$ cat config.mk
export PLATFORM = sky130hd
export DESIGN_NAME = farthest_point_chord_split_flat
export DESIGN_NICKNAME = d
export VERILOG_FILES = /design/src/rtl/fpcs_pkg.sv /design/src/rtl/fpcs_in_if.sv /design/src/rtl/fpcs_out_if.sv /design/src/rtl/fpcs_mul.sv /design/src/rtl/fpcs_div.sv /design/src/rtl/fpcs_sqrt.sv /design/src/rtl/farthest_point_chord_split.sv /design/src/flat_wrapper.sv
export SDC_FILE = /design/constraint.sdc
export NUM_CORES = 2
export LEC_CHECK = 0
export BUFFER_PORTS_ARGS = -buffer_cell sky130_fd_sc_hd__clkbuf_2
export CAP_MARGIN = 20
export CORE_UTILIZATION = 50
export DETAILED_ROUTE_END_ITERATION = 10
export PLACE_DENSITY_LB_ADDON = 0.08
export SETUP_SLACK_MARGIN = 0.5
export SYNTH_ARGS = -nofsm -noshare
export SYNTH_HDL_FRONTEND = slang
export SYNTH_HIERARCHICAL = 1
export SYNTH_SLANG_ARGS = --single-unit
$ cat constraint.sdc
create_clock -name clk -period 8 [get_ports clk]
set_input_delay 1.6 -clock clk [delete_from_list [all_inputs] [get_ports clk]]
set_output_delay 1.6 -clock clk [all_outputs]
set_load 0.01 [all_outputs]
$ cat src/rtl/fpcs_pkg.sv
// Shared widths and constants for the farthest point chord split block.
`default_nettype none
package fpcs_pkg;

	localparam int COORD_W       = 16;
	localparam int DIFF_W        = COORD_W + 1;
	localparam int DIST_W        = 17;
	localparam int INDEX_W       = 10;
	localparam int FRACTION_BITS = 10;

	// operand and product of the shared multiplier
	localparam int MUL_W  = 18;
	localparam int PROD_W = 2 * MUL_W;

	// sums of two 17x17 products stay below 2^33
	localparam int SUM_W  = 2 * DIFF_W;
	localparam int MAG_W  = SUM_W - 1;
	localparam int QUAD_W = 2 * MAG_W;
	localparam int RAD_W  = 2 * DIST_W;

	localparam logic [DIST_W-1:0] THR_RESET = DIST_W'((5 * (1 << FRACTION_BITS)) / 100);

endpackage
`default_nettype wire

$ cat src/rtl/fpcs_in_if.sv
// Point channel: interior point, chord end points and segment end flag.
`default_nettype none
interface fpcs_in_if import fpcs_pkg::*; ();

	logic                      valid;
	logic                      ready;
	logic signed [COORD_W-1:0] point_x;
	logic signed [COORD_W-1:0] point_y;
	logic signed [COORD_W-1:0] start_x;
	logic signed [COORD_W-1:0] start_y;
	logic signed [COORD_W-1:0] end_x;
	logic signed [COORD_W-1:0] end_y;
	logic                      last_point;

	modport source (
		output valid, point_x, point_y, start_x, start_y, end_x, end_y, last_point,
		input  ready
	);

	modport sink (
		input  valid, point_x, point_y, start_x, start_y, end_x, end_y, last_point,
		output ready
	);

endinterface
`default_nettype wire

$ cat src/rtl/fpcs_out_if.sv
// Result channel: split decision, farthest index and distance.
`default_nettype none
interface fpcs_out_if import fpcs_pkg::*; ();

	logic               valid;
	logic               ready;
	logic               split_needed;
	logic [INDEX_W-1:0] farthest_index;
	logic [DIST_W-1:0]  farthest_distance;

	modport source (
		output valid, split_needed, farthest_index, farthest_distance,
		input  ready
	);

	modport sink (
		input  valid, split_needed, farthest_index, farthest_distance,
		output ready
	);

endinterface
`default_nettype wire

$ cat src/rtl/fpcs_mul.sv
// Shared signed 18x18 multiplier with registered product.
`default_nettype none
module fpcs_mul import fpcs_pkg::*; (
	input  logic                     clk,
	input  logic signed [MUL_W-1:0]  op_a,
	input  logic signed [MUL_W-1:0]  op_b,
	output logic signed [PROD_W-1:0] prod_s1
);

	always_ff @(posedge clk) begin
		prod_s1 <= op_a * op_b;
	end

endmodule
`default_nettype wire

$ cat src/rtl/fpcs_div.sv
// Restoring divider, one quotient bit per cycle; quotient must fit MAG_W bits.
`default_nettype none
module fpcs_div import fpcs_pkg::*; (
	input  logic              clk,
	input  logic              arst_n,
	input  logic              start,
	input  logic [QUAD_W-1:0] dividend,
	input  logic [MAG_W-1:0]  divisor,
	output logic [MAG_W-1:0]  quotient,
	output logic              done
);

	localparam int CNT_W = $clog2(MAG_W);

	logic             busy_q;
	logic             done_q;
	logic [CNT_W-1:0] cnt_q;
	logic [MAG_W-1:0] rem_q;
	logic [MAG_W-1:0] dvd_q;
	logic [MAG_W-1:0] den_q;
	logic [MAG_W-1:0] quo_q;
	logic [MAG_W:0]   r2;
	logic [MAG_W:0]   diff;
	logic             ge;

	assign r2   = {rem_q, dvd_q[MAG_W-1]};
	assign ge   = r2 >= {1'b0, den_q};
	assign diff = r2 - {1'b0, den_q};

	always_ff @(posedge clk or negedge arst_n) begin
		if (!arst_n) begin
			busy_q <= 1'b0;
			done_q <= 1'b0;
			cnt_q  <= '0;
		end else begin
			done_q <= 1'b0;
			if (start) begin
				busy_q <= 1'b1;
				cnt_q  <= '0;
			end else if (busy_q) begin
				cnt_q <= cnt_q + 1'b1;
				if (cnt_q == CNT_W'(MAG_W - 1)) begin
					busy_q <= 1'b0;
					done_q <= 1'b1;
				end
			end
		end
	end

	always_ff @(posedge clk) begin
		if (start) begin
			rem_q <= dividend[QUAD_W-1:MAG_W];
			dvd_q <= dividend[MAG_W-1:0];
			den_q <= divisor;
			quo_q <= '0;
		end else if (busy_q) begin
			rem_q <= ge ? diff[MAG_W-1:0] : r2[MAG_W-1:0];
			dvd_q <= {dvd_q[MAG_W-2:0], 1'b0};
			quo_q <= {quo_q[MAG_W-2:0], ge};
		end
	end

	assign quotient = quo_q;
	assign done     = done_q;

endmodule
`default_nettype wire

$ cat src/rtl/fpcs_sqrt.sv
// Digit-by-digit integer square root, one root bit per cycle, truncated.
`default_nettype none
module fpcs_sqrt import fpcs_pkg::*; (
	input  logic              clk,
	input  logic              arst_n,
	input  logic              start,
	input  logic [RAD_W-1:0]  radicand,
	output logic [DIST_W-1:0] root,
	output logic              done
);

	localparam int CNT_W = $clog2(DIST_W);
	localparam int REM_W = DIST_W + 2;

	logic              busy_q;
	logic              done_q;
	logic [CNT_W-1:0]  cnt_q;
	logic [RAD_W-1:0]  rad_q;
	logic [REM_W-1:0]  rem_q;
	logic [DIST_W-1:0] root_q;
	logic [REM_W+1:0]  r2;
	logic [REM_W+1:0]  trial;
	logic [REM_W+1:0]  diff;
	logic              ge;

	assign r2    = {rem_q, rad_q[RAD_W-1 -: 2]};
	assign trial = {(REM_W - DIST_W)'(0), root_q, 2'b01};
	assign ge    = r2 >= trial;
	assign diff  = r2 - trial;

	always_ff @(posedge clk or negedge arst_n) begin
		if (!arst_n) begin
			busy_q <= 1'b0;
			done_q <= 1'b0;
			cnt_q  <= '0;
		end else begin
			done_q <= 1'b0;
			if (start) begin
				busy_q <= 1'b1;
				cnt_q  <= '0;
			end else if (busy_q) begin
				cnt_q <= cnt_q + 1'b1;
				if (cnt_q == CNT_W'(DIST_W - 1)) begin
					busy_q <= 1'b0;
					done_q <= 1'b1;
				end
			end
		end
	end

	// remainder stays at or below twice the partial root
	always_ff @(posedge clk) begin
		if (start) begin
			rad_q  <= radicand;
			rem_q  <= '0;
			root_q <= '0;
		end else if (busy_q) begin
			rad_q  <= {rad_q[RAD_W-3:0], 2'b00};
			rem_q  <= ge ? diff[REM_W-1:0] : r2[REM_W-1:0];
			root_q <= {root_q[DIST_W-2:0], ge};
		end
	end

	assign root = root_q;
	assign done = done_q;

endmodule
`default_nettype wire

$ cat src/rtl/farthest_point_chord_split.sv
// Top level: sequencer, shared multiplier, divider and square root unit.
// One item at a time; ready only while idle. When the point lies beyond a chord end
// or the chord is degenerate, an item takes 15 multiplier steps and then 17 root
// steps; on the perpendicular path the 33-step divider runs before the root. Async
// reset clears control state, the running maximum and position; the threshold
// resets to 0.05 m.
`default_nettype none
module farthest_point_chord_split import fpcs_pkg::*; #(
	parameter int MAX_POINTS = 1024
) (
	input  logic              clk,
	input  logic              arst_n,
	input  logic              cfg_we,
	input  logic [DIST_W-1:0] cfg_wdata,
	fpcs_in_if.sink           points,
	fpcs_out_if.source        result
);

	localparam int              PW        = $clog2(MAX_POINTS);
	localparam logic [PW-1:0]   POS_MAX   = PW'(MAX_POINTS - 2);
	localparam logic [PW-1:0]   POS_FIRST = PW'(1);
	localparam logic [3:0]      STEP_LAST = 4'd14;

	typedef enum logic [4:0] {
		S_IDLE = 5'b00001,
		S_MUL  = 5'b00010,
		S_DIV  = 5'b00100,
		S_SQRT = 5'b01000,
		S_DONE = 5'b10000
	} state_t;

	state_t state_q;
	logic [3:0] step_q;

	logic [DIST_W-1:0] thr_q;
	logic [DIST_W-1:0] best_q;
	logic [PW-1:0]     best_idx_q;
	logic [PW-1:0]     pos_q;

	logic                     out_valid_q;
	logic                     split_needed_q;
	logic [INDEX_W-1:0]       far_idx_q;
	logic [DIST_W-1:0]        farthest_q;

	logic signed [DIFF_W-1:0] dx_q, dy_q, cx_q, cy_q, fx_q, fy_q;
	logic                     last_q;
	logic signed [SUM_W-1:0]  acc_q;
	logic signed [SUM_W-1:0]  dot_q;
	logic signed [SUM_W-1:0]  cross_q;
	logic [MAG_W-1:0]         cmag_q;
	logic [MAG_W-1:0]         to_start_q;
	logic [MAG_W-1:0]         to_end_q;
	logic [MAG_W-1:0]         len2_q;
	logic [QUAD_W-1:0]        sq_q;

	logic signed [MUL_W-1:0]  op_a, op_b;
	logic signed [PROD_W-1:0] prod_s1;
	logic signed [SUM_W-1:0]  p_sum;
	logic [SUM_W-1:0]         p_raw;
	logic signed [SUM_W-1:0]  sum;
	logic signed [SUM_W-1:0]  dif;
	logic signed [SUM_W-1:0]  cross_neg;

	logic                     degen, behind, past, no_div;
	logic                     div_start, div_done;
	logic [MAG_W-1:0]         quotient;
	logic                     sqrt_start, sqrt_done;
	logic [RAD_W-1:0]         radicand;
	logic [DIST_W-1:0]        root;

	logic                     accept;
	logic                     upd;
	logic [DIST_W-1:0]        new_best;
	logic [PW-1:0]            new_idx;
	logic [PW+INDEX_W-1:0]    idx_wide;
	logic                     emit;

	assign accept = points.valid && points.ready;
	assign points.ready = (state_q == S_IDLE);

	fpcs_mul u_mul (
		.clk     (clk),
		.op_a    (op_a),
		.op_b    (op_b),
		.prod_s1 (prod_s1)
	);

	// product schedule: issue at step k, consumed at step k+1
	always_comb begin
		op_a = '0;
		op_b = '0;
		unique case (step_q)
			4'd0:  begin op_a = MUL_W'(dx_q); op_b = MUL_W'(dx_q); end
			4'd1:  begin op_a = MUL_W'(dy_q); op_b = MUL_W'(dy_q); end
			4'd2:  begin op_a = MUL_W'(cx_q); op_b = MUL_W'(cx_q); end
			4'd3:  begin op_a = MUL_W'(cy_q); op_b = MUL_W'(cy_q); end
			4'd4:  begin op_a = MUL_W'(dx_q); op_b = MUL_W'(cx_q); end
			4'd5:  begin op_a = MUL_W'(dy_q); op_b = MUL_W'(cy_q); end
			4'd6:  begin op_a = MUL_W'(cx_q); op_b = MUL_W'(dy_q); end
			4'd7:  begin op_a = MUL_W'(cy_q); op_b = MUL_W'(dx_q); end
			4'd8:  begin op_a = MUL_W'(fx_q); op_b = MUL_W'(fx_q); end
			4'd9:  begin op_a = MUL_W'(fy_q); op_b = MUL_W'(fy_q); end
			4'd10: begin
				op_a = {1'b0, cmag_q[DIFF_W-1:0]};
				op_b = {1'b0, cmag_q[DIFF_W-1:0]};
			end
			4'd11: begin
				op_a = {2'b00, cmag_q[MAG_W-1:DIFF_W]};
				op_b = {1'b0, cmag_q[DIFF_W-1:0]};
			end
			4'd12: begin
				op_a = {2'b00, cmag_q[MAG_W-1:DIFF_W]};
				op_b = {2'b00, cmag_q[MAG_W-1:DIFF_W]};
			end
			default: begin
				op_a = '0;
				op_b = '0;
			end
		endcase
	end

	assign p_raw     = prod_s1[SUM_W-1:0];
	assign p_sum     = prod_s1[SUM_W-1:0];
	assign sum       = acc_q + p_sum;
	assign dif       = acc_q - p_sum;
	assign cross_neg = -cross_q;

	assign degen  = (len2_q == '0);
	assign behind = dot_q[SUM_W-1];
	assign past   = dot_q > $signed({1'b0, len2_q});
	assign no_div = degen || behind || past;

	assign div_start  = (state_q == S_MUL) && (step_q == STEP_LAST) && !no_div;
	assign sqrt_start = ((state_q == S_MUL) && (step_q == STEP_LAST) && no_div)
		|| ((state_q == S_DIV) && div_done);

	always_comb begin
		if (state_q == S_DIV) begin
			radicand = {1'b0, quotient};
		end else if (degen || behind) begin
			radicand = {1'b0, to_start_q};
		end else begin
			radicand = {1'b0, to_end_q};
		end
	end

	fpcs_div u_div (
		.clk      (clk),
		.arst_n   (arst_n),
		.start    (div_start),
		.dividend (sq_q),
		.divisor  (len2_q),
		.quotient (quotient),
		.done     (div_done)
	);

	fpcs_sqrt u_sqrt (
		.clk      (clk),
		.arst_n   (arst_n),
		.start    (sqrt_start),
		.radicand (radicand),
		.root     (root),
		.done     (sqrt_done)
	);

	assign upd      = root > best_q;
	assign new_best = upd ? root : best_q;
	assign new_idx  = upd ? pos_q : best_idx_q;
	assign idx_wide = {{INDEX_W{1'b0}}, new_idx};
	assign emit     = (state_q == S_DONE) && last_q && (!out_valid_q || result.ready);

	always_ff @(posedge clk or negedge arst_n) begin
		if (!arst_n) begin
			state_q     <= S_IDLE;
			step_q      <= '0;
			thr_q       <= THR_RESET;
			best_q      <= '0;
			best_idx_q  <= POS_FIRST;
			pos_q       <= POS_FIRST;
			out_valid_q <= 1'b0;
		end else begin
			if (cfg_we) begin
				thr_q <= cfg_wdata;
			end
			if (emit) begin
				out_valid_q <= 1'b1;
			end else if (result.ready) begin
				out_valid_q <= 1'b0;
			end
			unique case (state_q)
				S_IDLE: begin
					if (accept) begin
						step_q  <= '0;
						state_q <= S_MUL;
					end
				end
				S_MUL: begin
					step_q <= step_q + 1'b1;
					if (step_q == STEP_LAST) begin
						state_q <= no_div ? S_SQRT : S_DIV;
					end
				end
				S_DIV: begin
					if (div_done) begin
						state_q <= S_SQRT;
					end
				end
				S_SQRT: begin
					if (sqrt_done) begin
						state_q <= S_DONE;
					end
				end
				S_DONE: begin
					if (!last_q) begin
						best_q     <= new_best;
						best_idx_q <= new_idx;
						if (pos_q < POS_MAX) begin
							pos_q <= pos_q + 1'b1;
						end
						state_q <= S_IDLE;
					end else if (emit) begin
						best_q     <= '0;
						best_idx_q <= POS_FIRST;
						pos_q      <= POS_FIRST;
						state_q    <= S_IDLE;
					end
				end
				default: state_q <= S_IDLE;
			endcase
		end
	end

	always_ff @(posedge clk) begin
		if (accept) begin
			dx_q   <= DIFF_W'(points.point_x) - DIFF_W'(points.start_x);
			dy_q   <= DIFF_W'(points.point_y) - DIFF_W'(points.start_y);
			cx_q   <= DIFF_W'(points.end_x) - DIFF_W'(points.start_x);
			cy_q   <= DIFF_W'(points.end_y) - DIFF_W'(points.start_y);
			fx_q   <= DIFF_W'(points.point_x) - DIFF_W'(points.end_x);
			fy_q   <= DIFF_W'(points.point_y) - DIFF_W'(points.end_y);
			last_q <= points.last_point;
		end
		if (state_q == S_MUL) begin
			unique case (step_q)
				4'd1, 4'd3, 4'd5, 4'd7: acc_q <= p_sum;
				4'd2:  to_start_q <= sum[MAG_W-1:0];
				4'd4:  len2_q     <= sum[MAG_W-1:0];
				4'd6:  dot_q      <= sum;
				4'd8:  cross_q    <= dif;
				4'd9: begin
					acc_q  <= p_sum;
					cmag_q <= cross_q[SUM_W-1] ? cross_neg[MAG_W-1:0] : cross_q[MAG_W-1:0];
				end
				4'd10: to_end_q <= sum[MAG_W-1:0];
				4'd11: sq_q     <= QUAD_W'(p_raw);
				4'd12: sq_q     <= sq_q + (QUAD_W'(p_raw) << (DIFF_W + 1));
				4'd13: sq_q     <= sq_q + (QUAD_W'(p_raw) << (2 * DIFF_W));
				default: ;
			endcase
		end
		if (emit) begin
			split_needed_q <= new_best > thr_q;
			far_idx_q      <= idx_wide[INDEX_W-1:0];
			farthest_q     <= new_best;
		end
	end

	assign result.valid             = out_valid_q;
	assign result.split_needed      = split_needed_q;
	assign result.farthest_index    = far_idx_q;
	assign result.farthest_distance = farthest_q;

endmodule
`default_nettype wire

$ cat src/flat_wrapper.sv
// flat-port wrapper written by rule: the top's interface ports become plain ports
module farthest_point_chord_split_flat import fpcs_pkg::*;
#(
	parameter int MAX_POINTS = 1024
)
  (clk, arst_n, cfg_we, cfg_wdata, points_valid, points_point_x, points_point_y, points_start_x, points_start_y, points_end_x, points_end_y, points_last_point, points_ready, result_valid, result_split_needed, result_farthest_index, result_farthest_distance, result_ready);
  fpcs_in_if points_i ();
  fpcs_out_if result_i ();
  input  logic clk;
  input  logic arst_n;
  input  logic cfg_we;
  input  logic [DIST_W-1:0] cfg_wdata;
  input wire logic [$bits(points_i.valid)-1:0] points_valid;
  input wire logic [$bits(points_i.point_x)-1:0] points_point_x;
  input wire logic [$bits(points_i.point_y)-1:0] points_point_y;
  input wire logic [$bits(points_i.start_x)-1:0] points_start_x;
  input wire logic [$bits(points_i.start_y)-1:0] points_start_y;
  input wire logic [$bits(points_i.end_x)-1:0] points_end_x;
  input wire logic [$bits(points_i.end_y)-1:0] points_end_y;
  input wire logic [$bits(points_i.last_point)-1:0] points_last_point;
  output wire logic [$bits(points_i.ready)-1:0] points_ready;
  output wire logic [$bits(result_i.valid)-1:0] result_valid;
  output wire logic [$bits(result_i.split_needed)-1:0] result_split_needed;
  output wire logic [$bits(result_i.farthest_index)-1:0] result_farthest_index;
  output wire logic [$bits(result_i.farthest_distance)-1:0] result_farthest_distance;
  input wire logic [$bits(result_i.ready)-1:0] result_ready;
  assign points_i.valid = points_valid;
  assign points_i.point_x = points_point_x;
  assign points_i.point_y = points_point_y;
  assign points_i.start_x = points_start_x;
  assign points_i.start_y = points_start_y;
  assign points_i.end_x = points_end_x;
  assign points_i.end_y = points_end_y;
  assign points_i.last_point = points_last_point;
  assign points_ready = points_i.ready;
  assign result_valid = result_i.valid;
  assign result_split_needed = result_i.split_needed;
  assign result_farthest_index = result_i.farthest_index;
  assign result_farthest_distance = result_i.farthest_distance;
  assign result_i.ready = result_ready;
  farthest_point_chord_split #(.MAX_POINTS(MAX_POINTS)) u_core (.clk(clk), .arst_n(arst_n), .cfg_we(cfg_we), .cfg_wdata(cfg_wdata), .points(points_i), .result(result_i));
endmodule
== Yosys cells after proc, flatten, opt, wreduce, memory -nomap -nowiden ==
Cells that the tools add are included.
Storage, ports and cells
  register bits after elaboration: 746
  bits of input ports: 119
Cells by class
  equal/unequal tests: 27
  reductions and logical operators: 44
  $add $sub $neg: 17
  mux-type cells: 50
  order comparisons: 6
  $mul: 1
Operator list (number)
  18-bit one-hot mux with 8 select lines: 2
  33-bit two-way mux: 7
  66-bit one-hot mux with 3 select lines: 1
  34-bit two-way mux: 3
  16-bit by 16-bit subtractor with 17-bit output: 6
  66-bit by 52-bit adder with 66-bit output: 1
  66-bit adder: 1
  17-bit two-way mux: 3
  10-bit two-way mux: 5
  5-bit two-way mux: 8
  34-bit adder: 1
  34-bit by 33-bit greater-or-equal comparator with 1-bit output: 1
  17-bit greater-than comparator: 2
  34-bit greater-than comparator: 1
  18-bit by 18-bit multiplier with 34-bit output: 1
  34-bit subtractor: 1
  33-bit logical NOT: 1
  33-bit negator: 1
  33-bit subtractor: 1
  4-bit equality test, second input constant: 7
  5-bit one-hot mux with 5 select lines: 1
  21-bit by 19-bit greater-or-equal comparator with 1-bit output: 1
  2-bit AND reduction: 10
  2-bit OR reduction: 10
  other kinds (31): 69

== Logic depth before layout (Yosys ltp) ==
  depth in word-level cells: 6
  mapped depth: 33
  gate-level depth less buffers: 30

== Modules after synthesis ==
The synthesis kept the hierarchy.
Modules (own cells, without submodules)
  farthest_point_chord_split: cells an instance 3067, instances 1, area each 31986.9 um^2, sequential area each 14552.7 um^2
  fpcs_mul: cells an instance 1353, instances 1, area each 12823.5 um^2, sequential area each 720.7 um^2
  fpcs_div: cells an instance 687, instances 1, area each 7499.7 um^2, sequential area each 3833.7 um^2
  fpcs_sqrt: cells an instance 416, instances 1, area each 4290.4 um^2, sequential area each 1916.8 um^2

== Worst setup path before layout ==
OpenSTA, ideal clock, no wires.
  path type: register -> register
  from: reg u_core.step_q[2]
  to: reg u_core/u_mul/prod_s1[35] (netlist name)
  stages on the path, launching flop included: 27
  slack: 0.430 ns
  buffers on the path: 4
  period minus slack after synthesis: 7.570 ns
  arrival: 7.452 ns
  setup time: 0.118 ns
  cell sequence: dfrtp_1 clkbuf_1 clkbuf_1 nand2_1 a21oi_1 clkbuf_1 a22oi_1 nand3_1 clkbuf_1 nand2_1 fa_1 inv_1 fa_1 fa_1 fa_1 fa_1 inv_1 fa_1 inv_1 ha_1 a211oi_1 a21oi_1 nor3_1 nor4_2 a2111oi_4 a21oi_2 xnor2_1
RTL lines
  start: declaration: RTL line farthest_point_chord_split.sv:33  | logic [3:0] step_q;
  start signal: assignment: RTL line farthest_point_chord_split.sv:198  | step_q <= step_q + 1'b1;

== Worst setup path in the final report ==
  from: reg u_core.step_q[0]
  to: reg u_core.u_mul.prod_s1[32]
On the way
  word-level cells in the longest chain between the ends: 4
RTL lines
  4-bit equality test (tied with other cells): RTL line farthest_point_chord_split.sv:92  | unique case (step_q)
  2-bit OR reduction (no source line)
  18-bit one-hot mux with 8 select lines: RTL line farthest_point_chord_split.sv:92
  18-bit by 18-bit multiplier with 34-bit output *: RTL line fpcs_mul.sv:11  | prod_s1 <= op_a * op_b;
  end signal: assignment: RTL line fpcs_mul.sv:11
  end: declaration: RTL line fpcs_mul.sv:7  | output logic signed [PROD_W-1:0] prod_s1
Every way passes the cells marked *; elsewhere a longest branch is shown, timed or not.
A chain may end at the register's enable or synchronous reset.

==> impl_metrics.tcl <==
set metrics [dict create \
    status "complete, no violations" \
    drt_first_pass_iters 8 \
    grt_usage_pct 27.0 \
    fin_crit_sh_pct 91.1 \
    hold-worst-slack_ns 0.457 \
    htreeDepth 3 \
    final_common_cell "inv_1" \
    required_ns 8.51 \
    final_cell_mix "inv_1 (692), edfxtp_1 (564), ha_1 (431)" \
    vias_per_cell 5.71 \
    die_area_sq_mm 0.114 \
    via_count 41255 \
    die_x_um 337 \
    final_layout_size_suffix_gt1_share_pct 12.3 \
    ios 149 \
    grt_antenna_before_repair 9 \
    clkLatencyLatePin_ns 0.66 \
    max_cap_violations 0 \
    hold_viol_final 0 \
    tns_ns 0 \
    initial_core_util_pct 50.6 \
    slew_headroom_pct 17.5 \
    yosysWarnings 6 \
    slew_viol_final 0 \
    cp-end-kind "flop" \
    drc 0 \
    syn_area_per_cell_sq_um 10.3 \
    gr-usage-met1_pct 41.5 \
    finalSetupViolCount 0 \
    syn_nets 6380 \
    initialDrtViolationCount 3960 \
    hp-class "reg2reg" \
    rows 122 \
    num_antenna_cells 0 \
    fin_skew_ns 0.0373 \
    busiest_layer "met1" \
    synthesis.area_sq_mm 0.0562 \
    critPathLaunchType "flop" \
    rsz0062_at_grt "no" \
    cts_root_buf "clkbuf_16" \
    io_buffers 148 \
    finalWirelength_mm 154 \
    worst-setup-path-type "reg2reg" \
    fin_crit_ns 7.29 \
    r2r_slack_ns 0.71 \
    antenna_left 0 \
    cts_tree "built" \
    clock_path_buffers 3 \
    grt_pass1_vias 40031 \
    grt-ovfl-total 0 \
    die_y_um 337 \
    worstPathArrival_ns 7.80 \
    use_met2_pct 40.2 \
    max_freq_mhz 137 \
    gr-usage-met3_pct 3.09 \
    numCtsBuffers 84 \
    clock-sinks 746 \
    clkTransAtPathRegs_ns 0.06 \
    grt_first_pass_wirelength_mm 235 \
    syn2layout_area_growth_pct 11.4 \
    core_area_sq_mm 0.111 \
    grt_max_degree 172 \
    routabilityCongestion 0.914 \
    worst_pin_slew_ns 1.23 \
    post-dp-hpwl_mm 118 \
    cp_max_fo 9 \
    wl_per_cell_um 21.4 \
    syn_inst 5480 \
    fin_nets 6573 \
]
-- worst paths after layout --
check	cells past startpoint	from	to
min in group asynchronous	1	arst_n	u_core/thr_q[13]
hold / removal	0	u_core/len2_q[17]	u_core/u_div/den_q[17]
max in group asynchronous	2	arst_n	u_core/step_q[0]
setup / recovery	25	u_core/step_q[0]	u_core/u_mul/prod_s1[32]
hold reg to reg	0	u_core/len2_q[17]	u_core/u_div/den_q[17]
setup reg to reg	25	u_core/step_q[0]	u_core/u_mul/prod_s1[32]
-- state kept, by name, summed over array words and instances (netlist names), 19 cells and up --
signal / flops
u_core/u_sqrt/rem_q: 19
u_core/sq_q: 66
u_core/cross_q: 34
u_core/u_div/dvd_q: 33
u_core/to_end_q: 33
u_core/u_div/den_q: 33
u_core/u_div/rem_q: 33
u_core/acc_q: 34
u_core/len2_q: 33
u_core/u_div/quotient: 33
u_core/u_sqrt/rad_q: 34
u_core/u_mul/prod_s1: 34
u_core/dot_q: 34
u_core/to_start_q: 33
u_core/cmag_q: 33
-- final cells by class --
| type | instances | area (sq um) |
|---|---|---|
| flip-flops and latches | 746 | 21000 |
| repair buffers | 306 | 2000 |
| multi-input cells | 3836 | 32300 |
| clock inverters | 39 | 353 |
| clock buffers | 117 | 2420 |
| inverters | 699 | 2630 |
| well taps | 1488 | 1860 |
| fillers | 9800 | 48500 |
-- routing by layer --
metal	vias up	part of all wire [%]
met4	0	2.2
li1	19562	-
met2	1295	43
met1	20225	48
met5	-	0
met3	173	6.6
-- per-stage QoR --
| stage | utilization (%) | cell area [sq um] | cells | setup slack [ns] |
|---|---|---|---|---|
| after floorplan | - | 56200 | 5480 | 0.555 |
| final | 56.3 | 62600 | 7231 | 0.709 |
| after CTS | 55.8 | 62000 | 7200 | 0.411 |
| after global routing | 56.3 | 62600 | 7231 | 0.425 |
| after global placement | 53.0 | 58900 | 7023 | 0.163 |
| after detailed placement | 53.0 | 58900 | 7023 | 0.0680 |
-- worst max-delay path, stage by stage, from the launching register on --
cell	delay [ns]
dfrtp_2	0.44
inv_1	0.12
ha_4	0.20
and2_1	0.16
buf_4	0.17
a222oi_1	0.59
buf_4	0.26
nand3_2	0.17
and2_1	0.22
fa_1	0.49
fa_1	0.47
fa_1	0.53
inv_1	0.06
fa_1	0.50
fa_1	0.42
inv_1	0.08
fa_1	0.43
ha_2	0.38
and3_4	0.21
nand4_1	0.10
buf_4	0.17
o31ai_4	0.32
nand2_2	0.10
a211o_1	0.26
and3b_1	0.17
xnor2_1	0.11
-- what timing repair did --
| item | CTS | global route |
|---|---|---|
| gates resized for setup | 33 | 80 |
| cloned | 0 | 1 |
| pin swaps | 10 | 31 |
| hold buffers | 0 | 0 |
| setup buffers | 21 | 30 |
| setup endpoints to repair | 15 | 16 |
Power is left out: the tool's default activity adds up to more than one toggle a clock period on the data nets, which glitch-free logic cannot reach.
